===== config.mk =====
export PLATFORM = sky130hd
export DESIGN_NAME = bbc_fifo
export DESIGN_NICKNAME = d
export VERILOG_FILES = /design/src/rtl/core/assert_macros.svh /design/src/rtl/core/bbc_fifo.sv
export SDC_FILE = /design/constraint.sdc
export NUM_CORES = 1
export LEC_CHECK = 0
export BUFFER_PORTS_ARGS = -buffer_cell sky130_fd_sc_hd__clkbuf_2
export CORE_MARGIN = 2
export CORE_UTILIZATION = 44
export DETAILED_ROUTE_END_ITERATION = 10
export GPL_ROUTABILITY_DRIVEN = 0
export GPL_TIMING_DRIVEN = 0
export HOLD_SLACK_MARGIN = 0.15
export MAX_ROUTING_LAYER = met4
export PLACE_DENSITY_LB_ADDON = 0.3
export SLEW_MARGIN = 10
export SYNTH_ARGS = -nofsm -noshare
export SYNTH_HDL_FRONTEND = slang
export SYNTH_SLANG_ARGS = --single-unit

===== constraint.sdc =====
create_clock -name clk -period 1.55 [get_ports clk]
set_input_delay 0.2325 -clock clk [delete_from_list [all_inputs] [get_ports clk]]
set_output_delay 0.2325 -clock clk [all_outputs]
set_load 0.01 [all_outputs]

===== src/rtl/core/assert_macros.svh =====
// Assertion macros shared by the blur core modules.
// Each user module must have clk and rst in scope.
`ifndef ASSERT_MACROS_SVH
`define ASSERT_MACROS_SVH

// Checked on every rising edge while reset is low.
`define BBC_ASSERT(lbl, prop, msg) \
  lbl: assert property (@(posedge clk) disable iff (rst) (prop)) else $error(msg);

// Checked on every rising edge, reset included.
`define BBC_ASSERT_NORST(lbl, prop, msg) \
  lbl: assert property (@(posedge clk) (prop)) else $error(msg);

`endif


===== src/rtl/core/bbc_fifo.sv =====
// Small synchronous queue used for the job and result paths.
// Depends on nothing but its parameters.
`default_nettype none
module bbc_fifo #(
  parameter int WIDTH = 8,
  parameter int DEPTH = 2
) (
  input  wire logic             clk,
  input  wire logic             rst,
  input  wire logic             push,
  input  wire logic [WIDTH-1:0] din,
  output logic                  full,
  input  wire logic             pop,
  output logic [WIDTH-1:0]      dout,
  output logic                  empty
);
  localparam int PW = (DEPTH > 1) ? $clog2(DEPTH) : 1;
  localparam int CW = $clog2(DEPTH + 1);

  logic [WIDTH-1:0] slots [DEPTH];
  logic [PW-1:0] wr_ptr;
  logic [PW-1:0] rd_ptr;
  logic [CW-1:0] count;
  logic do_push;
  logic do_pop;

  assign full = (count == CW'(DEPTH));
  assign empty = (count == '0);
  assign dout = slots[rd_ptr];
  assign do_push = push && !full;
  assign do_pop = pop && !empty;

  always_ff @(posedge clk) begin
    if (do_push) begin
      slots[wr_ptr] <= din;
    end
  end

  always_ff @(posedge clk) begin
    if (rst) begin
      wr_ptr <= '0;
      rd_ptr <= '0;
      count <= '0;
    end else begin
      if (do_push) begin
        wr_ptr <= (32'(wr_ptr) == DEPTH - 1) ? '0 : wr_ptr + PW'(1);
      end
      if (do_pop) begin
        rd_ptr <= (32'(rd_ptr) == DEPTH - 1) ? '0 : rd_ptr + PW'(1);
      end
      if (do_push && !do_pop) begin
        count <= count + CW'(1);
      end else if (do_pop && !do_push) begin
        count <= count - CW'(1);
      end
    end
  end
endmodule
`default_nettype wire


==> impl_results.md <==
- Synth top cells by count: edfxtp_1, mux2_2, dfxtp_1, nor2_1
- Status: finished, final reports clean
- Grt met3 use: 3.53%
- Worst skew pair latency: just under 300 ps
- PD cells: approximately 1500 nW/um^2
- CP endpoint kind: primary output
- Syn Std Cell Area: between 700 and 800 sq um
- First-pass GRT wire length: 1860 um
- VDD IR max: 0.939 mV
- Crit path DAT: 1250 ps
- Crit share post-route: 95.5%
- CTS tree: done
- Max Slew Vio Count: 0
- Sequential fraction of the synthesis area: 73.2%
- Critical Path RT: 1320 ps
- Total CTS buffers: 3
- Syn-to-layout area delta: 33.8%
- Number of remaining DRC errors: 0
- Top cells by area, synth: edfxtp_1, dfxtp_1, mux2_2
- Worst-path fanout max: 8
- Post-DR wirelength/cell: 11.5 um
- Maxcap violations: 0
- Die Area: roughly 2200 sq um
- Post-synth top flop: edfxtp_1
- Clk slew on worst S/H paths: 100 ps
- Grt ovf: 0
- Total global-route track usage: 13.5%
- Fin nets: 99
- Initial antenna violation count: 0
- Clock buffer depth: 2
- Mean number of vias per cell: 4.63
- Synth Net Count: 63
- DR vias: approximately 510
- EDFF count, synth: 16
- Std cell rows: 15
- Asr flop ratio synth: 0%
- Least-Margin Pin Slew: 392 ps
- Min cycle time layout: 1480 ps
- Worst Path Class, Setup: reg -> out
- Largest net degree at the start of global routing: 12
- Setup TNS: 0 ps
- Max Freq: slightly below 700 MHz
- Initial core utilization: 46.4%
- Global routing usage on met1: 11.8%
- Mean Syn Cell Area: 15.9 sq um
- Busiest grt layer: met2
- Endpoints failing hold: 0
- Layout cells sized above 1: ~45%
- H-tree levels: 1
- Skew final: 2.78 ps
- Overall die height: 46.5 um
- Slew margin rel.: 73.9%
- HP Class: in -> reg
- Core ar.: 1710 sq um
- Tot Pwr: 0.00157 W
- Total Wirelength: around 1300 um
- Syn. warnings: 0
- Num ports: 22
- Cell Area, Placed: 930 sq um
- Design area: 1060 sq um
- Port bufs: 21
- Pre-antenna DRT Iters: 4
- Final worst setup slack: 69.8 ps
- Final core utilization: between 60% and 70%
- Fillers: about 140
- Reg2reg setup slack: 80 ps
- Mapped Cells: 50
- Leakage: 0.433 nW
- Die W: 46.5 um
- Unique masters post-synth: 13
- Synth Register Bits: 21
- Root buf cell: clkbuf_4
- Post-route ant nets: 0
- Count leader, synth: edfxtp_1
- Antenna diodes: 0
- Yosys top cell area share: 60.6%
- Vias in the first global route: 477
- Setup Viol. Count Final: 0
- GR Util met2: between 20% and 30%
- Pre-CTS setup slack: -35.6 ps
- 1st-iter DRT viols: 2
- CP startpoint kind: flop
- Clock Sinks: 21
- Post-synth top area cell: edfxtp_1
[critical path: stages, from the launching register on]
cell      delay [ps]
dfxtp_1          320
buf_4            160
mux2_2           350
clkbuf_2         130
[kinds of logic after synthesis]
kind of cell / after synthesis / share of synthesized area, %
AOI/OAI and AO/OA: 5 / 3.15
and+or+nand+nor: 9 / 5.84
buffers and inverters: 3 / 1.58
DFF: 21 / 73.2
adders and majority gates: 1 / 1.58
xor gates and xnor gates: 3 / 3.31
muxes: 8 / 11.4
[where the power goes]
part	switching (W)	internal, W	leakage [nW]
Sequential	0.0000532	0.000723	0.191
Clock	0.000147	0.0000998	0.0150
Combinational	0.000261	0.000283	0.227
[repair_timing]
item,in CTS,in global routing
hold buffers,8,0
buffers inserted,0,2
endpoints found under the setup margin,2,1
hold endpoints to repair,16,0
pin swaps,0,2
resized for setup,4,1
[state kept, by name, summed over array words and instances, names as in the netlist, named ones only]
| name | cells |
|---|---|
| wr_ptr | 1 |
| slots | 16 |
| rd_ptr | 1 |
| count | 2 |
[metrics by stage]
stage               instances  hold WS (ps)
finish                    110           166
global route              110           167
CTS                       108           163
detailed placement         96           427
global placement           96           422
floorplan                  50           302
[metal layers]
| layer | part of all wire (%) | up-vias |
|---|---|---|
| met4 | 0 | 0 |
| met5 | 0 | - |
| met3 | 4.0 | 0 |
| met2 | 57 | 16 |
| met1 | 39 | 240 |
| li1 | - | 253 |
[layout make-up]
| cell class | count | area [sq um] | area share, % |
|---|---|---|---|
| plain buffers | 1 | 7.51 | 0.708 |
| clock buffers | 4 | 26.3 | 2.48 |
| inverters | 2 | 7.51 | 0.708 |
| multi-input cells | 26 | 205 | 19.3 |
| flip-flops and latches | 21 | 583 | 55.0 |
| well taps | 25 | 31.3 | 2.95 |
| repair buffers | 31 | 200 | 18.9 |
[placed cells by master (no fill, tap or decap)]
cell / n
clkbuf_2: 21
edfxtp_1: 16
mux2_2: 8
dlygate4sd3_1: 8
nor2_1: 5
buf_4: 3
xor2_1: 3
dfxtp_1: 3
clkbuf_4: 3
inv_1: 2
or3_1: 2
o21ai_0: 2
a21oi_1: 2
dfxtp_2: 2
nor2b_4: 1
and2_1: 1
o21ai_1: 1
ha_1: 1
clkbuf_1: 1
[path summary, 6_finish.rpt]
check           start       end  depth (start not counted)
max              flop   dout[0]                          3
min               rst  count[0]                          2
max reg2reg  count[1]  count[1]                          5
min reg2reg    wr_ptr    wr_ptr                          2
No activity file was read; power rests on OpenSTA's default activity.
