**config.mk**
```make
export PLATFORM = sky130hd
export DESIGN_NAME = bbc_back
export DESIGN_NICKNAME = d
export VERILOG_FILES = /design/src/rtl/core/bbc_pkg.sv /design/src/rtl/core/bbc_back.sv
export VERILOG_INCLUDE_DIRS = /design/src /design/src/rtl/core
export SDC_FILE = /design/constraint.sdc
export NUM_CORES = 1
export LEC_CHECK = 0
export ABC_AREA = 0
export BUFFER_PORTS_ARGS = -buffer_cell sky130_fd_sc_hd__buf_2
export CAP_MARGIN = 15
export CELL_PAD_IN_SITES_DETAIL_PLACEMENT = 0
export CELL_PAD_IN_SITES_GLOBAL_PLACEMENT = 1
export CORE_MARGIN = 4
export CORE_UTILIZATION = 44
export CTS_BUF_LIST = sky130_fd_sc_hd__clkbuf_4 sky130_fd_sc_hd__clkbuf_8
export DETAILED_ROUTE_END_ITERATION = 10
export PLACE_DENSITY = 0.76
export SLEW_MARGIN = 40
export SYNTH_ARGS = -nofsm -noshare
export SYNTH_HDL_FRONTEND = slang
export SYNTH_SLANG_ARGS = --single-unit
export TNS_END_PERCENT = 1
```
**constraint.sdc**
```tcl
create_clock -name clk -period 5.1 [get_ports clk]
set_input_delay 0 -clock clk [delete_from_list [all_inputs] [get_ports clk]]
set_output_delay 0 -clock clk [all_outputs]
set_load 0.02 [all_outputs]
```
**src/rtl/core/assert_macros.svh**
```systemverilog
// Assertion macros shared by the blur core modules.
// Each user module must have clk and rst in scope.
`ifndef ASSERT_MACROS_SVH
`define ASSERT_MACROS_SVH

// Checked on every rising edge while reset is low.
`define BBC_ASSERT(lbl, prop, msg) \
  lbl: assert property (@(posedge clk) disable iff (rst) (prop)) else $error(msg);

// Checked on every rising edge, reset included.
`define BBC_ASSERT_NORST(lbl, prop, msg) \
  lbl: assert property (@(posedge clk) (prop)) else $error(msg);

`endif

```
**src/rtl/core/bbc_pkg.sv**
```systemverilog
// Shared types and constants of the box blur core.
// No dependencies; imported by every core module but bbc_fifo.
`default_nettype none
package bbc_pkg;

  localparam int ROW_W = 10;
  localparam int WS_W = 4;
  localparam int RAD_W = 3;
  localparam int CFG_IDX_W = 2;
  localparam int CFG_DATA_W = 10;

  localparam logic [CFG_IDX_W-1:0] REG_FRAME_WIDTH = 2'd0;
  localparam logic [CFG_IDX_W-1:0] REG_FRAME_HEIGHT = 2'd1;
  localparam logic [CFG_IDX_W-1:0] REG_WINDOW_SIZE = 2'd2;

  localparam logic [9:0] FRAME_WIDTH_RST = 10'd512;
  localparam logic [9:0] FRAME_HEIGHT_RST = 10'd512;
  localparam logic [WS_W-1:0] WINDOW_SIZE_RST = 4'd3;

  localparam logic OP_PIXEL = 1'b0;
  localparam logic OP_DRAIN = 1'b1;

  typedef struct packed {
    logic [7:0] red;
    logic [7:0] green;
    logic [7:0] blue;
  } pixel_t;

  typedef struct packed {
    logic [7:0] red;
    logic [7:0] green;
    logic [7:0] blue;
    logic       line_end;
    logic       frame_end;
  } result_t;

endpackage
`default_nettype wire

```
**src/rtl/core/bbc_back.sv**
```systemverilog
// Back end: sums the clipped window from the line store, divides each
// channel by the window area bit by bit and saturates. Uses bbc_pkg.
`default_nettype none
`include "assert_macros.svh"
module bbc_back #(
  parameter int MAX_WIDTH = 512,
  parameter int MAX_WINDOW = 15
) (
  input  wire logic                                    clk,
  input  wire logic                                    rst,
  input  wire logic [$clog2(MAX_WIDTH+1)-1:0]          geo_w,
  input  wire logic [bbc_pkg::ROW_W-1:0]               geo_h,
  input  wire logic [bbc_pkg::WS_W-1:0]                geo_ws,
  input  wire logic [bbc_pkg::RAD_W-1:0]               geo_rad,
  input  wire logic                                    job_valid,
  output logic                                         job_pop,
  input  wire logic [bbc_pkg::ROW_W-1:0]               job_row,
  input  wire logic [$clog2(MAX_WIDTH)-1:0]            job_col,
  input  wire logic [$clog2(MAX_WINDOW*MAX_WIDTH)-1:0] job_addr,
  input  wire logic                                    job_line_end,
  input  wire logic                                    job_frame_end,
  output logic                                         rd_en,
  output logic [$clog2(MAX_WINDOW*MAX_WIDTH)-1:0]      rd_addr,
  input  wire bbc_pkg::pixel_t                         rd_data,
  input  wire logic                                    res_full,
  output logic                                         res_push,
  output bbc_pkg::result_t                             res,
  output logic                                         busy
);
  import bbc_pkg::*;
  localparam int DEPTH = MAX_WINDOW * MAX_WIDTH;
  localparam int AW = $clog2(DEPTH);
  localparam int COL_W = $clog2(MAX_WIDTH);
  localparam int WW = $clog2(MAX_WIDTH + 1);
  localparam int SUM_W = $clog2(MAX_WINDOW * MAX_WINDOW * 255 + 1);
  localparam int DIV_W = $clog2(MAX_WINDOW * MAX_WINDOW + 1);
  localparam int CNT_W = $clog2(SUM_W);
  localparam int SPAN_W = RAD_W + 1;

  typedef enum logic [2:0] {
    S_IDLE, S_SETUP, S_START, S_READ, S_DRAIN, S_DIV, S_OUT
  } state_t;

  state_t state;
  logic [ROW_W-1:0] row;
  logic [COL_W-1:0] col;
  logic [AW-1:0] base, cur, row_base;
  logic le, fe, pend;
  logic [RAD_W-1:0] dr, ur, dc, uc;
  logic [SPAN_W-1:0] nrows, ncols, rcnt, ccnt;
  logic [DIV_W-1:0] dvs;
  logic [CNT_W-1:0] dcnt;
  logic [SUM_W-1:0] acc [3];
  logic [DIV_W-1:0] rem [3];
  logic [7:0] rd_ch [3];
  logic [ROW_W-1:0] rows_below;
  logic [WW-1:0] cols_right;
  logic [AW:0] off, cur_inc, base_step;

  assign rd_ch[0] = rd_data.red;
  assign rd_ch[1] = rd_data.green;
  assign rd_ch[2] = rd_data.blue;

  assign busy = (state != S_IDLE);
  assign job_pop = (state == S_IDLE) && job_valid;
  assign rd_en = (state == S_READ);
  assign rd_addr = cur;
  assign res_push = (state == S_OUT) && !res_full;

  assign rows_below = geo_h - ROW_W'(1) - row;
  assign cols_right = geo_w - WW'(1) - WW'(col);
  assign off = (AW+1)'(dr) * (AW+1)'(geo_w) + (AW+1)'(dc);
  assign cur_inc = {1'b0, cur} + (AW+1)'(1);
  assign base_step = {1'b0, row_base} + (AW+1)'(geo_w);

  always_comb begin
    res.red = (acc[0] > SUM_W'(255)) ? 8'hFF : acc[0][7:0];
    res.green = (acc[1] > SUM_W'(255)) ? 8'hFF : acc[1][7:0];
    res.blue = (acc[2] > SUM_W'(255)) ? 8'hFF : acc[2][7:0];
    res.line_end = le;
    res.frame_end = fe;
  end

  always_ff @(posedge clk) begin
    logic [DIV_W:0] sh;
    logic [AW:0] start;
    if (rst) begin
      state <= S_IDLE;
      pend <= 1'b0;
    end else begin
      unique case (state)
        S_IDLE: begin
          if (job_valid) begin
            row <= job_row;
            col <= job_col;
            base <= job_addr;
            le <= job_line_end;
            fe <= job_frame_end;
            state <= S_SETUP;
          end
        end
        S_SETUP: begin
          dr <= (row < ROW_W'(geo_rad)) ? RAD_W'(row) : geo_rad;
          ur <= (rows_below < ROW_W'(geo_rad)) ? RAD_W'(rows_below) : geo_rad;
          dc <= (COL_W'(col) < COL_W'(geo_rad)) ? RAD_W'(col) : geo_rad;
          uc <= (cols_right < WW'(geo_rad)) ? RAD_W'(cols_right) : geo_rad;
          dvs <= DIV_W'(geo_ws) * DIV_W'(geo_ws);
          for (int c = 0; c < 3; c++) begin
            acc[c] <= '0;
          end
          state <= S_START;
        end
        S_START: begin
          // Window origin, wrapped around the circular store.
          start = ({1'b0, base} >= off) ? ({1'b0, base} - off)
                                        : ({1'b0, base} + (AW+1)'(DEPTH) - off);
          cur <= start[AW-1:0];
          row_base <= start[AW-1:0];
          nrows <= SPAN_W'(dr) + SPAN_W'(ur);
          ncols <= SPAN_W'(dc) + SPAN_W'(uc);
          rcnt <= '0;
          ccnt <= '0;
          state <= S_READ;
        end
        S_READ: begin
          pend <= 1'b1;
          if (ccnt == ncols) begin
            if (rcnt == nrows) begin
              state <= S_DRAIN;
            end else begin
              rcnt <= rcnt + SPAN_W'(1);
              ccnt <= '0;
              row_base <= (base_step >= (AW+1)'(DEPTH)) ? AW'(base_step - (AW+1)'(DEPTH))
                                                        : base_step[AW-1:0];
              cur <= (base_step >= (AW+1)'(DEPTH)) ? AW'(base_step - (AW+1)'(DEPTH))
                                                   : base_step[AW-1:0];
            end
          end else begin
            ccnt <= ccnt + SPAN_W'(1);
            cur <= (cur_inc == (AW+1)'(DEPTH)) ? '0 : cur_inc[AW-1:0];
          end
          if (pend) begin
            for (int c = 0; c < 3; c++) begin
              acc[c] <= acc[c] + SUM_W'(rd_ch[c]);
            end
          end
        end
        S_DRAIN: begin
          pend <= 1'b0;
          for (int c = 0; c < 3; c++) begin
            acc[c] <= acc[c] + SUM_W'(rd_ch[c]);
            rem[c] <= '0;
          end
          dcnt <= '0;
          state <= S_DIV;
        end
        S_DIV: begin
          // Restoring division; the quotient shifts into the sum register.
          for (int c = 0; c < 3; c++) begin
            sh = {rem[c], acc[c][SUM_W-1]};
            if (sh >= {1'b0, dvs}) begin
              rem[c] <= DIV_W'(sh - {1'b0, dvs});
              acc[c] <= {acc[c][SUM_W-2:0], 1'b1};
            end else begin
              rem[c] <= sh[DIV_W-1:0];
              acc[c] <= {acc[c][SUM_W-2:0], 1'b0};
            end
          end
          dcnt <= dcnt + CNT_W'(1);
          if (32'(dcnt) == SUM_W - 1) begin
            state <= S_OUT;
          end
        end
        S_OUT: begin
          if (!res_full) begin
            state <= S_IDLE;
          end
        end
        default: state <= S_IDLE;
      endcase
    end
  end

  `BBC_ASSERT(a_pend_after_read, pend |-> ($past(state) == S_READ), "read data pending outside a store sweep")
  `BBC_ASSERT(a_div_nonzero, (state == S_DIV) |-> (dvs != '0), "division by a zero window area")
  `BBC_ASSERT_NORST(a_rst_idle, rst |=> (state == S_IDLE && !pend), "back end not idle after reset")
endmodule
`default_nettype wire

```
==> flow_summary.yaml <==
logic_synthesis:
  synth_top_cell_by_area: "edfxtp_1"
  ys_seq_area_share_pct: 37.4
  synth.cell_area_um2: 13900
  ys.flop_type: "edfxtp_1"
  synth_top_area_share_pct: 36.7
  synth.area.top_cells: "edfxtp_1 37%, ha_1 14%, xnor2_1 5.0%"
  synth_nets: 1651
  async_reset_ff_share_pct: 0
  synth-seq-cells: 175
  synth_edf_count: 170
  synth.avg_cell_area_um2: 10.1
  synthCells: 1385
  synth_cell_types: 67
  yosys_warnings: 0
global_routing:
  grt.overflow.total: 0
  grt_pass1_wl_um: 53500
  grt_antenna_before_repair: 0
  grt_max_degree: 51
  grt_pass1_vias: 10900
  grt_usage_pct: 19.0
sta:
  max_slew_margin_pct: 46.8
  min_period_ps: 5230
  period_share_pct: 103
  rsz0062_at_grt: "true"
  fin_worst_skew_ps: 20.5
  slew_viol_final: 0
  setup_ws_ps: -130
  finalHoldViolations: 0
  whs_ps: 40.9
  worst_pin_slew_ps: 795
  setup_viol: 3
  timing.fmax_mhz: 191
critical_path:
  r2r-start: "dr[2]"
  path_class: "flip-flop to flip-flop"
  cp.arrival_ps: 5460
  crit_path_end_kind: "flip-flop"
  cp-startpoint: "dr[2]"
  cp.required_ps: 5330
  start_kind: "flip-flop"
  crit_fanout: 8
finish:
  fillCellCount: 2837
  nNetsFinal: 1870
  drive_gt1_share_pct: 17.4
  diodes: 0
  syn_to_final_growth_pct: 17.5
cts:
  clock-sinks: 175
  clk_transition_reported_paths_ps: 100
  cts-htree-levels: 4
  cts_tree: "done"
  clock-root-buffer: "clkbuf_8"
  numCtsBuffers: 17
  clk_latency_ps: 490
  cts_buffer_depth: 2
route:
  firstDrtPassIters: 5
  wirelength_um: 32200
  num_vias: 10800
  detail_route.wl_per_cell_um: 16.0
  via_per_inst: 5.38
  first_iter_violations: 589
  drtAntennaViolNets: 0
  drc: 0
power:
  pwr-share-clk_pct: 21.0
  power.switching_w: 0.00180
  p_comb_share_pct: 41.7
  seq_power_share_pct: 37.3
  max-vdd-ir-drop_v: 0.000297
  internal_power_w: 0.00319
  p_sw_share_pct: 36.1
  power_w: 0.00499
  power_density_nw_per_um2: 305
  leakagePower_nw: 6.87
run_status:
  violations: "negative setup slack"
  outcome: "finished with violations"
die:
  die_width_um: 186
  core_area_um2: 30900
  initial_utilization_pct: 45.1
  dieArea_um2: 34600
  fp-row-count: 64
  pin_count: 132
  die_h_um: 186
placement:
  io_buffers: 131
  gp_congestion: 0.888
  dp_slack_ps: -132
  dpl.hpwl_um: 24100
worst_hold_path:
  min_path_type: "primary input to flip-flop"
  hp-start: "rd_data[0]"
job:
  maxCapViolations: 0
[metal layers]
| metal | GRT usage [%] | part of all wire, % | vias up |
|---|---|---|---|
| met1 | 28.1 | 52 | 5110 |
| met4 | 3.79 | 0.77 | 0 |
| met5 | 0 | 0 | - |
| li1 | - | - | 5490 |
| met3 | 2.81 | 4.2 | 18 |
| met2 | 29.8 | 43 | 208 |
[critical path: stages (launching register included)]
cell and delay, ps:
edfxtp_1 450, buf_4 190, and2_1 150, fa_1 470, ha_1 310, ha_1 330, o21a_1 220, o31a_1 130
o211a_1 250, nor2_2 100, o21bai_1 70, a21oi_1 150, xnor2_1 100, ha_1 300, nand2_1 60, or3_1 300
mux2i_1 140, o22ai_1 100, a311oi_2 280, buf_4 170, mux2_4 300, xnor2_2 140, mux2_2 260
[worst paths after layout]
check	end	slack [ps]	cells past startpoint
max	row_base[6]	-130	22
min	acc[2][0]	40	5
max reg2reg	row_base[6]	-130	22
min reg2reg	pend	580	3
[cells in the mapped netlist, drive strengths merged, types with 5 or more instances]
master  count
a211oi     15
a21boi      5
a21o       33
a21oi      84
a22o       44
a31oi       6
and2       38
and3       10
clkbuf     32
dfxtp       5
edfxtp    170
fa         26
ha        151
inv       120
mux2        6
mux2i      25
nand2      64
nand2b      7
nand3      43
nand3b      5
nand4      15
nor2       95
nor2b      14
nor3       16
nor3b       7
nor4       14
o211ai     15
o21a       12
o21ai      60
o21bai     25
o22ai       5
o31a        5
o31ai       6
or2        28
or3        11
xnor2      80
xor2       44
[state kept, by name, indices dropped and copies added (netlist names), 7 cells and up]
register / flops
acc: 48
base: 13
col: 9
dvs: 7
rd_addr: 13
rem: 24
row: 10
row_base: 13
[cells in the final DEF, fill, tap and decap left out, types with 25 or more instances in the layout]
| cell type | instances |
|---|---|
| a21o_1 | 33 |
| a21oi_1 | 76 |
| a22o_1 | 44 |
| and2_1 | 37 |
| buf_2 | 131 |
| buf_4 | 52 |
| dlygate4sd3_1 | 51 |
| edfxtp_1 | 170 |
| fa_1 | 25 |
| ha_1 | 150 |
| inv_1 | 120 |
| mux2i_1 | 25 |
| nand2_1 | 62 |
| nand3_1 | 43 |
| nor2_1 | 94 |
| o21ai_0 | 52 |
| o21bai_1 | 25 |
| or2_2 | 28 |
| xnor2_1 | 79 |
| xor2_1 | 44 |
[cells by family (layout without fill, tap and decap cells)]
| kind of cell | after synthesis | after routing | share of synthesized area [%] |
|---|---|---|---|
| flip-flops | 175 | 175 | 37.4 |
| AO/OA/AOI/OAI | 345 | 345 | 16.9 |
| AND/OR/NAND/NOR | 375 | 375 | 13.8 |
| XOR/XNOR | 125 | 125 | 7.96 |
| adder cells (fa/ha/maj) | 178 | 178 | 17.4 |
| buffers and inverters | 156 | 388 | 4.29 |
| multiplexers | 31 | 31 | 2.28 |
[power groups by stage]
stage	sequential, W	combinational, W	clock, W
after floorplan	0.00187	0.00145	0
after global placement	0.00189	0.00192	0
after detailed placement	0.00189	0.00195	0
after CTS	0.00186	0.00205	0.00107
after global routing	0.00188	0.00234	0.00113
final	0.00186	0.00208	0.00105
[what timing repair did]
action / in CTS / in global routing
hold buffers: 51 / 0
pin swaps: 10 / 4
endpoints found under the setup margin: 19 / 22
cloned: 0 / 0
buffers inserted: 6 / 1
endpoints found under the hold margin: 56 / 0
gates resized for setup: 6 / 10
[cell type report]
class | instances | area (um2) | share of cell area, %
multi-input cells | 1054 | 8220 | 50.3
clock buffers | 20 | 263 | 1.61
well taps | 396 | 495 | 3.03
clock inverters | 12 | 148 | 0.902
flip-flops and latches | 175 | 5200 | 31.8
inverters | 120 | 450 | 2.75
repair buffers | 236 | 1580 | 9.65
[through the flow]
stage / utilization [%] / cells / cell area [um2] / TNS [ps]
global route: 52.9 / 2013 / 16400 / -4460
detailed placement: 49.6 / 1923 / 15300 / -785
finish: 52.9 / 2013 / 16400 / -184
global placement: 49.6 / 1923 / 15300 / -180
floorplan: - / 1385 / 13900 / 0
CTS: 52.8 / 2012 / 16300 / -823
No activity file was read; power rests on OpenSTA's default activity.
