## src/rtl/core/assert_macros.svh

```systemverilog
// Assertion macros shared by the blur core modules.
// Each user module must have clk and rst in scope.
`ifndef ASSERT_MACROS_SVH
`define ASSERT_MACROS_SVH

// Checked on every rising edge while reset is low.
`define BBC_ASSERT(lbl, prop, msg) \
  lbl: assert property (@(posedge clk) disable iff (rst) (prop)) else $error(msg);

// Checked on every rising edge, reset included.
`define BBC_ASSERT_NORST(lbl, prop, msg) \
  lbl: assert property (@(posedge clk) (prop)) else $error(msg);

`endif

```

## src/rtl/core/bbc_pkg.sv

```systemverilog
// Shared types and constants of the box blur core.
// No dependencies; imported by every core module but bbc_fifo.
`default_nettype none
package bbc_pkg;

  localparam int ROW_W = 10;
  localparam int WS_W = 4;
  localparam int RAD_W = 3;
  localparam int CFG_IDX_W = 2;
  localparam int CFG_DATA_W = 10;

  localparam logic [CFG_IDX_W-1:0] REG_FRAME_WIDTH = 2'd0;
  localparam logic [CFG_IDX_W-1:0] REG_FRAME_HEIGHT = 2'd1;
  localparam logic [CFG_IDX_W-1:0] REG_WINDOW_SIZE = 2'd2;

  localparam logic [9:0] FRAME_WIDTH_RST = 10'd512;
  localparam logic [9:0] FRAME_HEIGHT_RST = 10'd512;
  localparam logic [WS_W-1:0] WINDOW_SIZE_RST = 4'd3;

  localparam logic OP_PIXEL = 1'b0;
  localparam logic OP_DRAIN = 1'b1;

  typedef struct packed {
    logic [7:0] red;
    logic [7:0] green;
    logic [7:0] blue;
  } pixel_t;

  typedef struct packed {
    logic [7:0] red;
    logic [7:0] green;
    logic [7:0] blue;
    logic       line_end;
    logic       frame_end;
  } result_t;

endpackage
`default_nettype wire

```

## src/rtl/core/bbc_front.sv

```systemverilog
// Front end: configuration registers, raster counters, line store writes
// and the decision which input word releases an output job. Uses bbc_pkg.
`default_nettype none
`include "assert_macros.svh"
module bbc_front #(
  parameter int MAX_WIDTH = 512,
  parameter int MAX_WINDOW = 15
) (
  input  wire logic                                    clk,
  input  wire logic                                    rst,
  input  wire logic                                    push,
  output logic                                         full,
  input  wire logic                                    operation,
  input  wire bbc_pkg::pixel_t                         pix,
  input  wire logic                                    cfg_write,
  input  wire logic [bbc_pkg::CFG_IDX_W-1:0]           cfg_index,
  input  wire logic [bbc_pkg::CFG_DATA_W-1:0]          cfg_data,
  input  wire logic                                    job_empty,
  input  wire logic                                    back_busy,
  output logic                                         job_push,
  output logic [bbc_pkg::ROW_W-1:0]                    job_row,
  output logic [$clog2(MAX_WIDTH)-1:0]                 job_col,
  output logic [$clog2(MAX_WINDOW*MAX_WIDTH)-1:0]      job_addr,
  output logic                                         job_line_end,
  output logic                                         job_frame_end,
  output logic                                         wr_en,
  output logic [$clog2(MAX_WINDOW*MAX_WIDTH)-1:0]      wr_addr,
  output bbc_pkg::pixel_t                              wr_data,
  output logic [$clog2(MAX_WIDTH+1)-1:0]               geo_w,
  output logic [bbc_pkg::ROW_W-1:0]                    geo_h,
  output logic [bbc_pkg::WS_W-1:0]                     geo_ws,
  output logic [bbc_pkg::RAD_W-1:0]                    geo_rad
);
  import bbc_pkg::*;
  localparam int DEPTH = MAX_WINDOW * MAX_WIDTH;
  localparam int AW = $clog2(DEPTH);
  localparam int COL_W = $clog2(MAX_WIDTH);
  localparam int WW = $clog2(MAX_WIDTH + 1);
  localparam int GAP_W = ROW_W + WW;
  localparam int LAG_W = WW + RAD_W + 1;
  localparam int RAD_MAX = (MAX_WINDOW - 1) / 2;

  logic [9:0] frame_width;
  logic [9:0] frame_height;
  logic [WS_W-1:0] window_size;

  logic [COL_W-1:0] in_col, in_col_next, out_col, out_col_next;
  logic [ROW_W-1:0] in_row, in_row_next, out_row, out_row_next;
  logic [AW-1:0] in_addr, in_addr_next, out_addr, out_addr_next;
  logic [GAP_W-1:0] gap, gap_next, gap_w;

  logic accept, cfg_hit, in_last_col, out_last_col, frame_done;
  logic [WS_W-1:0] ws_clip;
  logic [RAD_W-1:0] rad_raw;
  logic [LAG_W-1:0] lag;

  function automatic logic [AW-1:0] addr_inc(input logic [AW-1:0] a);
    logic [AW:0] s;
    s = {1'b0, a} + (AW+1)'(1);
    return (s == (AW+1)'(DEPTH)) ? '0 : s[AW-1:0];
  endfunction

  // Effective geometry: zero acts as one, oversize width and window values clamp.
  always_comb begin
    if (frame_width == '0) begin
      geo_w = WW'(1);
    end else if (32'(frame_width) > MAX_WIDTH) begin
      geo_w = WW'(MAX_WIDTH);
    end else begin
      geo_w = WW'(frame_width);
    end
    geo_h = (frame_height == '0) ? ROW_W'(1) : frame_height;
    if (window_size == '0) begin
      ws_clip = WS_W'(1);
    end else if (32'(window_size) > MAX_WINDOW) begin
      ws_clip = WS_W'(MAX_WINDOW);
    end else begin
      ws_clip = window_size;
    end
    geo_ws = ws_clip;
    rad_raw = RAD_W'(ws_clip >> 1);
    geo_rad = (32'(rad_raw) > RAD_MAX) ? RAD_W'(RAD_MAX) : rad_raw;
  end

  assign lag = LAG_W'(geo_rad) * LAG_W'(geo_w) + LAG_W'(geo_rad);
  assign full = !job_empty || back_busy;
  assign accept = push && !full;
  assign cfg_hit = cfg_write && (cfg_index == REG_FRAME_WIDTH ||
                                 cfg_index == REG_FRAME_HEIGHT ||
                                 cfg_index == REG_WINDOW_SIZE);

  assign wr_en = accept && (operation == OP_PIXEL) && (in_row < geo_h);
  assign wr_addr = in_addr;
  assign wr_data = pix;

  assign in_last_col = (WW'(in_col) + WW'(1) == geo_w);
  assign out_last_col = (WW'(out_col) + WW'(1) == geo_w);

  always_comb begin
    in_col_next = in_col;
    in_row_next = in_row;
    in_addr_next = in_addr;
    if (wr_en) begin
      in_addr_next = addr_inc(in_addr);
      if (in_last_col) begin
        in_col_next = '0;
        in_row_next = in_row + ROW_W'(1);
      end else begin
        in_col_next = in_col + COL_W'(1);
      end
    end
    gap_w = gap + GAP_W'(wr_en);
    // An output is due once the input is far enough ahead, or the frame
    // input is complete and only draining remains.
    job_push = accept && (out_row < geo_h) &&
               ((in_row_next >= geo_h) || (gap_w > GAP_W'(lag)));
    out_col_next = out_col;
    out_row_next = out_row;
    out_addr_next = out_addr;
    if (job_push) begin
      out_addr_next = addr_inc(out_addr);
      if (out_last_col) begin
        out_col_next = '0;
        out_row_next = out_row + ROW_W'(1);
      end else begin
        out_col_next = out_col + COL_W'(1);
      end
    end
    gap_next = gap_w - GAP_W'(job_push);
    frame_done = job_push && out_last_col && (out_row + ROW_W'(1) == geo_h);
  end

  assign job_row = out_row;
  assign job_col = out_col;
  assign job_addr = out_addr;
  assign job_line_end = out_last_col;
  assign job_frame_end = out_last_col && (out_row + ROW_W'(1) == geo_h);

  always_ff @(posedge clk) begin
    if (rst) begin
      frame_width <= FRAME_WIDTH_RST;
      frame_height <= FRAME_HEIGHT_RST;
      window_size <= WINDOW_SIZE_RST;
      in_col <= '0;
      in_row <= '0;
      in_addr <= '0;
      out_col <= '0;
      out_row <= '0;
      out_addr <= '0;
      gap <= '0;
    end else if (cfg_hit) begin
      unique case (cfg_index)
        REG_FRAME_WIDTH:  frame_width <= cfg_data;
        REG_FRAME_HEIGHT: frame_height <= cfg_data;
        default:          window_size <= cfg_data[WS_W-1:0];
      endcase
      in_col <= '0;
      in_row <= '0;
      in_addr <= '0;
      out_col <= '0;
      out_row <= '0;
      out_addr <= '0;
      gap <= '0;
    end else if (frame_done) begin
      in_col <= '0;
      in_row <= '0;
      in_addr <= '0;
      out_col <= '0;
      out_row <= '0;
      out_addr <= '0;
      gap <= '0;
    end else begin
      in_col <= in_col_next;
      in_row <= in_row_next;
      in_addr <= in_addr_next;
      out_col <= out_col_next;
      out_row <= out_row_next;
      out_addr <= out_addr_next;
      gap <= gap_next;
    end
  end

  `BBC_ASSERT(a_cfg_restarts_frame, cfg_hit |=> (gap == '0 && out_row == '0 && in_row == '0), "config write did not restart the frame")
  `BBC_ASSERT(a_out_row_in_frame, out_row < geo_h, "output row ran past the frame")
  `BBC_ASSERT(a_no_accept_while_busy, back_busy |-> !accept, "word accepted while the back end reads the store")
endmodule
`default_nettype wire

```

## config.mk

```make
export PLATFORM = sky130hd
export DESIGN_NAME = bbc_front
export DESIGN_NICKNAME = d
export VERILOG_FILES = /design/src/rtl/core/bbc_pkg.sv /design/src/rtl/core/bbc_front.sv
export VERILOG_INCLUDE_DIRS = /design/src /design/src/rtl/core
export SDC_FILE = /design/constraint.sdc
export NUM_CORES = 1
export LEC_CHECK = 0
export ABC_CLOCK_PERIOD_IN_PS = 8650
export BUFFER_PORTS_ARGS = -buffer_cell sky130_fd_sc_hd__buf_2
export CORE_MARGIN = 8
export CORE_UTILIZATION = 58
export CTS_CLUSTER_SIZE = 25
export DETAILED_ROUTE_END_ITERATION = 10
export GPL_TIMING_DRIVEN = 0
export HOLD_SLACK_MARGIN = 0.03
export PLACE_DENSITY_LB_ADDON = 0.05
export SETUP_SLACK_MARGIN = 0.5
export SYNTH_ARGS = -nofsm -noshare
export SYNTH_HDL_FRONTEND = slang
export SYNTH_SLANG_ARGS = --single-unit
```

## constraint.sdc

```tcl
create_clock -name clk -period 8.65 [get_ports clk]
set_input_delay 0 -clock clk [delete_from_list [all_inputs] [get_ports clk]]
set_output_delay 0 -clock clk [all_outputs]
set_load 0.01 [all_outputs]
```

==> flow_metrics.tcl, run 1 <==
set metrics [dict create \
    grt_pass1_wl_um 38700 \
    ios 144 \
    required_ns 8.90 \
    gr-total-overflow 0 \
    clockRootBuffer "clkbuf_16" \
    clkLatencyLatePin_ns 0.36 \
    synth_nets 1221 \
    wl_per_cell_um 16.3 \
    syn_inst 1092 \
    nFillCells 1336 \
    setup_violations 0 \
    status "completed" \
    synth_area_leaders "dfxtp_1 25%, ha_1 11%, xnor2_1 6.3%, nor2_1 3.9%, a21oi_1 3.6%" \
    synth_top_area_share_pct 24.5 \
    hold_violations 0 \
    hp-class "input port to flop" \
    ys_warn_count 0 \
    dr_wl_met2_um 11100 \
    drv_cap 0 \
    p_int_mw 0.819 \
    crit_type "flop to flop" \
    synthArstFlopShare_pct 0 \
    pwr-share-seq_pct 45.9 \
    tightestPinTransition_ns 1.07 \
    hpwlAfterDp_um 18000 \
    clock_path_buffers 2 \
    gp_congestion 0.917 \
    synth_simple_gate_area_share_pct 26.8 \
    synth_edf_count 0 \
    finalSetupTns_ns 0 \
    fp-row-count 45 \
    hold_depth 2 \
    placed_cells 1398 \
    max_stage_delay_ns 0.45 \
    synth_top_family_by_area "simple AND/OR/NAND/NOR gates" \
    synth_area_leader_cell "dfxtp_1" \
    grt_setup_unrepaired "false" \
    vias 8317 \
    cts.htree.levels 3 \
    report.final.slew_viol_count 0 \
    irDropWorstVdd_v 0.0000943 \
    timing.final.crit_share_pct 87.8 \
    nets 1368 \
    initial_utilization_pct 58.7 \
    synth-compound-area-share_pct 15.4 \
    worst_path_max_delay_cell "dfxtp_1" \
    cts-buffers-inserted 9 \
    p_clk_share_pct 41.9 \
    grtUsageTotal_pct 23.7 \
    sw_frac_of_total_pct 26.4 \
    drive_gt1_share_pct 17.9 \
    end_kind "flop" \
    grt_max_degree 20 \
    first_pass_iters 5 \
    final_cells 1432 \
    synth-seq-cells 108 \
    reg2regPathDepth 33 \
    areaGrowthSynthToFinish_pct 15.6 \
    via_per_inst 5.81 \
    power.switching_mw 0.294 \
    wl_met3_um 1180 \
    cts.reportedPaths.clkPinSlew_ns 0.08 \
    crit_top_cell "ha_1" \
    antenna_cells 0 \
    wl_met1_um 10700 \
    yosysSeqAreaShare_pct 24.5 \
    die_height_um 139 \
    leakage_nw 4.50 \
    synthMuxAreaShare_pct 3.23 \
    power_frac_comb_pct 12.2 \
    crit_path_start_kind "flop" \
    critPathMaxFanout 11 \
    crit_arrival_ns 7.85 \
    drcViolationCount 0 \
    synth.distinct_cells 74 \
    slew_headroom_pct 28.6 \
    clock_skew_ns 0.0104 \
    core_mm2 0.0150 \
    cts_tree "built" \
    first_iter_violations 414 \
    synth_fa_ha_area_share_pct 13.0 \
    ant_nets 0 \
    dieArea_mm2 0.0194 \
    avgSynthCellArea_um2 8.08 \
    top_layer_used "met4" \
    die_w_um 139 \
    min_period_ns 7.59 \
    fmax_mhz 132 \
    syn_area_mm2 0.00882 \
    wl_um 23400 \
    synthXorXnorAreaFrac_pct 9.71 \
    ys.flop_type "dfxtp_1" \
    antenna_found_initial 0 \
    io_buffers 118 \
    clock_sinks 108 \
    grt_pass1_vias 7769 \
    powerDensity_mw_per_mm2 109 \
]
-- critical path, delay by kind of cell, from the launching register on --
family	cells	cell delay (ns)
buf+inv	8	1.78
fa+ha+maj	5	1.35
xor+xnor	2	0.53
simple gates	9	1.55
flops	1	0.45
compound gates	9	1.83
-- cells by family after synthesis --
logic type | Yosys count
adders and majority gates | 86
muxes | 28
buffers and inverters | 134
xor gates and xnor gates | 97
AOI/OAI and AO/OA | 201
DFF | 108
and+or+nand+nor | 438
-- cell usage in the layout (no fill, tap or decap), drive strengths merged, types with 6 or more instances in the layout --
| cell | count |
|---|---|
| and3 | 24 |
| nor2b | 28 |
| o211ai | 9 |
| dlygate4sd3 | 10 |
| nand2b | 10 |
| and2 | 32 |
| dfxtp | 108 |
| nand4 | 20 |
| o21a | 14 |
| nand2 | 68 |
| and4 | 11 |
| fa | 10 |
| or3 | 19 |
| xor2 | 33 |
| clkbuf | 58 |
| nand3b | 10 |
| a311oi | 7 |
| nand3 | 44 |
| xnor2 | 64 |
| nor4b | 7 |
| nor4 | 16 |
| inv | 35 |
| nor3 | 36 |
| or2 | 7 |
| mux2i | 24 |
| nor2 | 91 |
| o22ai | 6 |
| buf | 176 |
| a21o | 14 |
| ha | 76 |
| o21ai | 30 |
| a21oi | 63 |
-- synthesized netlist by cell type (all sizes together) (11+ instances only) --
cell type	number
a21o	14
a21oi	63
and2	32
and3	24
and4	11
buf	50
clkbuf	49
dfxtp	108
ha	76
inv	35
mux2i	24
nand2	68
nand3	44
nand4	20
nor2	91
nor2b	28
nor3	36
nor4	16
o21a	14
o21ai	30
or3	19
xnor2	64
xor2	33
-- final timing paths --
kind	from	endpoint	slack, ns
setup / recovery	frame_height[7]	gap[17]	1.06
hold / removal	rst	frame_height[9]	0.06
setup reg to reg	frame_height[7]	gap[17]	1.06
hold reg to reg	window_size[0]	window_size[0]	0.47
-- power groups by stage --
stage | combinational [mW] | clock, mW | sequential [mW]
after floorplan | 0.0885 | 0 | 0.520
after global placement | 0.127 | 0 | 0.522
after detailed placement | 0.129 | 0 | 0.522
after CTS | 0.134 | 0.476 | 0.510
after global routing | 0.150 | 0.494 | 0.511
final | 0.136 | 0.466 | 0.510
-- layout make-up --
class | instances | area [um^2] | area share [%]
multi-input combinational | 850 | 6060 | 59.4
sequential | 108 | 2160 | 21.2
buffer | 99 | 518 | 5.08
inverter | 35 | 135 | 1.33
timing repair buffer | 136 | 751 | 7.36
tap | 188 | 235 | 2.31
clock inverter | 7 | 110 | 1.08
clock buffer | 9 | 225 | 2.21
-- flip-flops by register name (all words and copies together), names as in the netlist --
register      cells
frame_height     10
frame_width      10
gap              20
in_col            9
in_row           10
job_addr         13
job_col           9
job_row          10
window_size       4
wr_addr          13
-- per-layer routing --
metal,vias up,GRT usage [%]
met5,-,0
met4,0,6.76
met3,31,3.97
met2,240,40.4
met1,3878,30.2
li1,4168,-
-- timing repair --
item,4_1_cts,5_1_grt
hold buffers,10,0
gates resized for setup,7,8
endpoints found under the setup margin,14,15
endpoints found under the hold margin,22,0
buffers inserted,0,8
cloned,0,0
pin swaps,0,3
-- through the flow --
stage	total power [mW]	util [%]	cell area (um^2)	worst slack, ns	hold WS (ns)
floorplan	0.608	-	8820	1.51	0.0744
global placement	0.649	64.2	9650	-0.179	0.187
detailed placement	0.651	64.2	9650	-0.181	0.188
CTS	1.12	67.2	10100	0.540	0.0607
global route	1.16	67.8	10200	0.517	0.0890
finish	1.11	67.8	10200	1.06	0.0576
No activity file was read; power rests on OpenSTA's default activity.
==> run 2: changes to the inputs <==
--- a/config.mk
+++ b/config.mk
@@ -16,4 +16,5 @@
 export HOLD_SLACK_MARGIN = 0.03
-export PLACE_DENSITY_LB_ADDON = 0.05
+export PLACE_DENSITY_LB_ADDON = 0.15
 export SETUP_SLACK_MARGIN = 0.5
+export SLEW_MARGIN = 40
 export SYNTH_ARGS = -nofsm -noshare
--- a/constraint.sdc
+++ b/constraint.sdc
@@ -3,2 +3,2 @@
 set_output_delay 0 -clock clk [all_outputs]
-set_load 0.01 [all_outputs]
+set_load 0.02 [all_outputs]
==> flow_metrics.tcl, run 2 (synthesis gave the netlist of run 1 again) <==
set metrics [dict create \
    worst_path_max_delay_cell "or4_1" \
    largest_register_ffs 20 \
    fin_ws_ns 0.915 \
    nets 1363 \
    regMostFlops "gap" \
    die_height_um 139 \
    min_period_ns 7.74 \
    die_w_um 139 \
    worstReg2RegStart "frame_width[1]" \
    cts.htree.levels 3 \
    grtUsageTotal_pct 24.0 \
    cts.reportedPaths.clkPinSlew_ns 0.07 \
    gr-total-overflow 0 \
    cts-buffers-inserted 9 \
    leakage_nw 4.48 \
    hold_violations 0 \
    fmax_mhz 129 \
    ios 144 \
    required_ns 8.90 \
    crit_type "flop to flop" \
    vias 8371 \
    ant_nets 0 \
    antenna_found_initial 0 \
    postPlaceCellArea_mm2 0.00966 \
    clockRootBuffer "clkbuf_16" \
    clock_path_buffers 2 \
    gp_congestion 0.978 \
    drcViolationCount 0 \
    layout_commonest_cell "buf_2" \
    grt_setup_unrepaired "false" \
    fp-row-count 45 \
    grt_max_degree 19 \
    grt_pass1_wl_um 39300 \
    nFillCells 1324 \
    holdWs_ns 0.0603 \
    first_pass_iters 5 \
    report.final.slew_viol_count 0 \
    clkLatencyLatePin_ns 0.36 \
    hold_end "frame_width[9]" \
    dieArea_mm2 0.0194 \
    core_mm2 0.0150 \
    clock_sinks 108 \
    areaGrowthSynthToFinish_pct 15.4 \
    end_kind "flop" \
    final_cell_mix "134 x buf_2, 108 x dfxtp_1, 90 x nor2_1" \
    timing.final.crit_share_pct 89.4 \
    first_iter_violations 416 \
    crit_arrival_ns 7.98 \
    tightestPinTransition_ns 0.679 \
    cts_tree "built" \
    reg2reg_slack_ns 0.91 \
    initial_utilization_pct 58.7 \
    hold_depth 4 \
    worstHoldStart "cfg_index[1]" \
    critPathMaxFanout 8 \
    status "completed" \
    io_buffers 118 \
    hp-class "input port to flop" \
    clock_skew_ns 0.00943 \
    rr_endpoint "gap[16]" \
    post-place-ws_ns -0.211 \
    final_core_util_pct 67.7 \
    wl_um 23500 \
    drive_gt1_share_pct 17.6 \
    grt_pass1_vias 8086 \
    drv_cap 0 \
    setup_violations 0 \
    powerDensity_mw_per_mm2 113 \
    max_stage_delay_ns 0.58 \
    slew_headroom_pct 54.4 \
    reg2regPathDepth 32 \
    crit_path_start_kind "flop" \
    hpwlAfterDp_um 18100 \
    via_per_inst 5.87 \
    wl_per_cell_um 16.5 \
    antenna_cells 0 \
    irDropWorstVdd_v 0.000107 \
    finalSetupTns_ns 0 \
    stdcell_area_mm2 0.0102 \
]
-- run 2: repair_timing --
item	4_1_cts	5_1_grt
gates resized for setup	7	3
endpoints found under the hold margin	22	0
hold buffers	10	0
endpoints found under the setup margin	15	14
pin swaps	0	2
setup buffers	0	3
-- run 2: cell type report --
cell class	count	area [um^2]	area share (%)
Sequential cell	108	2160	21.2
Tap cell	188	235	2.31
Buffer	99	517	5.08
Clock buffer	10	239	2.35
Clock inverter	6	119	1.17
Timing Repair Buffer	131	713	7.01
Multi-Input combinational cell	850	6060	59.5
Inverter	35	135	1.33
-- run 2: how the worst max path moves through the flow --
stage | start | to | slack (ns) | depth (start not counted)
finish | frame_width[1] | gap[16] | 0.91 | 32
global route | frame_height[7] | gap[16] | 0.49 | 32
CTS | frame_width[1] | gap[17] | 0.56 | 33
detailed placement | frame_height[8] | gap[16] | -0.21 | 32
global placement | frame_height[8] | gap[16] | -0.25 | 32
floorplan | frame_width[1] | gap[16] | 1.29 | 32
-- run 2: report_power, final --
| group | internal, mW | switching [mW] |
|---|---|---|
| Sequential | 0.503 | 0.00752 |
| Combinational | 0.0576 | 0.0868 |
| Clock | 0.295 | 0.205 |
-- run 2: worst max-delay path: cells and delay by family (launching register included) --
| family | cells | cell delay [ns] |
|---|---|---|
| xor+xnor | 1 | 0.14 |
| buf+inv | 2 | 0.29 |
| simple gates | 10 | 2.29 |
| fa+ha+maj | 6 | 2.15 |
| flops | 1 | 0.40 |
| compound gates | 13 | 2.35 |
-- run 2: routing by layer --
layer / GRT usage (%) / wire, um / up-vias
li1: - / - / 4161
met1: 29.5 / 10400 / 3936
met2: 42.0 / 11400 / 232
met3: 3.45 / 1240 / 42
met4: 8.32 / 519 / 0
met5: 0 / 0 / -
-- run 2: per-stage QoR --
stage                     std cells  power, mW
after detailed placement       1398      0.659
final                          1427       1.16
after CTS                      1424       1.16
after floorplan                1092      0.616
after global routing           1427       1.20
after global placement         1398      0.658
==> run 3: changes to the inputs <==
ABC_CLOCK_PERIOD_IN_PS = 8400   (was 8650)
clock period = 8.4 ns   (was 8.65 ns; I/O delays follow)
==> flow_metrics.tcl, run 3 (synthesis gave the netlist of run 1 again) <==
set metrics [dict create \
    hp-class "input port to flop" \
    worstReg2RegStart "frame_width[1]" \
    use_met1_pct 29.5 \
    io_buffers 118 \
    clkLatencyLatePin_ns 0.36 \
    cts.reportedPaths.clkPinSlew_ns 0.07 \
    status "completed" \
    antenna_found_initial 0 \
    grt_max_degree 19 \
    cts.htree.levels 3 \
    irDropWorstVdd_v 0.000110 \
    crit_arrival_ns 7.73 \
    slew_headroom_pct 54.3 \
    min_period_ns 7.48 \
    wl_per_cell_um 16.5 \
    crit_path_start_kind "flop" \
    via_per_inst 5.89 \
    antenna_cells 0 \
    clockRootBuffer "clkbuf_16" \
    holdWs_ns 0.0601 \
    ant_nets 0 \
    nFillCells 1323 \
    final_cell_mix "134 x buf_2, 108 x dfxtp_1, 90 x nor2_1" \
    met2_usage_pct 41.9 \
    grt_busiest_layer "met2" \
    ios 144 \
    stdcell_area_mm2 0.0103 \
    fp-row-count 45 \
    initial_utilization_pct 58.7 \
    drive_gt1_share_pct 18.2 \
    grt_pass1_vias 8103 \
    largest_register_ffs 20 \
    core_mm2 0.0150 \
    die_height_um 139 \
    grt_setup_unrepaired "false" \
    vias 8437 \
    grtUsageTotal_pct 24.0 \
    worst_path_max_delay_cell "fa_1" \
    hold_violations 0 \
    gp_congestion 0.978 \
    cts-buffers-inserted 9 \
    cts_tree "built" \
    postPlaceCellArea_mm2 0.00966 \
    report.final.slew_viol_count 0 \
    fmax_mhz 134 \
    worstHoldStart "cfg_index[1]" \
    drv_cap 0 \
    setup_violations 0 \
    wl_um 23600 \
    hpwlAfterDp_um 18100 \
    required_ns 8.65 \
    areaGrowthSynthToFinish_pct 16.2 \
    nets 1369 \
    cp-startpoint "frame_width[1]" \
    end_kind "flop" \
    clock_path_buffers 2 \
    powerDensity_mw_per_mm2 116 \
    clock_skew_ns 0.00857 \
    regMostFlops "gap" \
    critPathMaxFanout 6 \
    drcViolationCount 0 \
    power_mw 1.19 \
    gr-total-overflow 0 \
    layout_commonest_cell "buf_2" \
    crit_type "flop to flop" \
    die_w_um 139 \
    first_pass_iters 5 \
    grt_pass1_wl_um 39300 \
    tightestPinTransition_ns 0.680 \
    first_iter_violations 457 \
    max_stage_delay_ns 0.51 \
    reg2reg_slack_ns 0.92 \
    dieArea_mm2 0.0194 \
    timing.final.crit_share_pct 89.1 \
    met3_usage_pct 3.45 \
    leakage_nw 4.53 \
    clock_sinks 108 \
]
-- run 3: timing repair --
action                                  CTS  global route
pin swaps                                 1             3
resized for setup                         9             8
endpoints found under the hold margin    22             0
hold buffers                             10             0
endpoints found under the setup margin   17            15
buffers inserted                          1             8
-- run 3: area by class of cell --
| class | count | area [um^2] | area share (%) |
|---|---|---|---|
| tap | 188 | 235 | 2.29 |
| multi-input combinational | 850 | 6080 | 59.3 |
| buffer | 99 | 519 | 5.07 |
| timing repair buffer | 137 | 758 | 7.40 |
| clock buffer | 10 | 239 | 2.33 |
| inverter | 35 | 135 | 1.32 |
| sequential | 108 | 2160 | 21.1 |
| clock inverter | 6 | 119 | 1.16 |
-- run 3: through the flow --
stage | std cells | setup TNS (ns) | utilization, % | setup WS (ns)
finish | 1433 | 0 | 68.2 | 0.918
global route | 1433 | 0 | 68.2 | 0.503
CTS | 1425 | 0 | 67.5 | 0.526
detailed placement | 1398 | -2.23 | 64.2 | -0.461
global placement | 1398 | -2.64 | 64.2 | -0.500
floorplan | 1092 | 0 | - | 1.04
-- run 3: power breakdown --
part           internal (mW)  leakage (nW)  total (mW)  switching (mW)
logic                 0.0606          3.48       0.150          0.0898
registers              0.518         0.872       0.526         0.00774
clock network          0.304         0.175       0.515           0.211
total                  0.882          4.53        1.19           0.309
-- run 3: worst paths after layout --
path              cells past startpoint        endpoint
setup / recovery                     32         gap[13]
hold / removal                        4  frame_width[9]
setup reg to reg                     32         gap[13]
hold reg to reg                       1  window_size[0]
-- run 3: critical path, delay by kind of cell, from the launching register on --
family	cells	cell delay (ns)
DFF	1	0.40
xor gates and xnor gates	1	0.16
and+or+nand+nor	10	2.01
AOI/OAI and AO/OA	13	2.40
adders and majority gates	5	1.96
buffers and inverters	3	0.46
-- run 3: routing by layer --
| layer | share of wire [%] | routed length, um |
|---|---|---|
| met3 | 6.1 | 1450 |
| met5 | 0 | 0 |
| met4 | 2.1 | 496 |
| met1 | 43 | 10200 |
| met2 | 48 | 11400 |
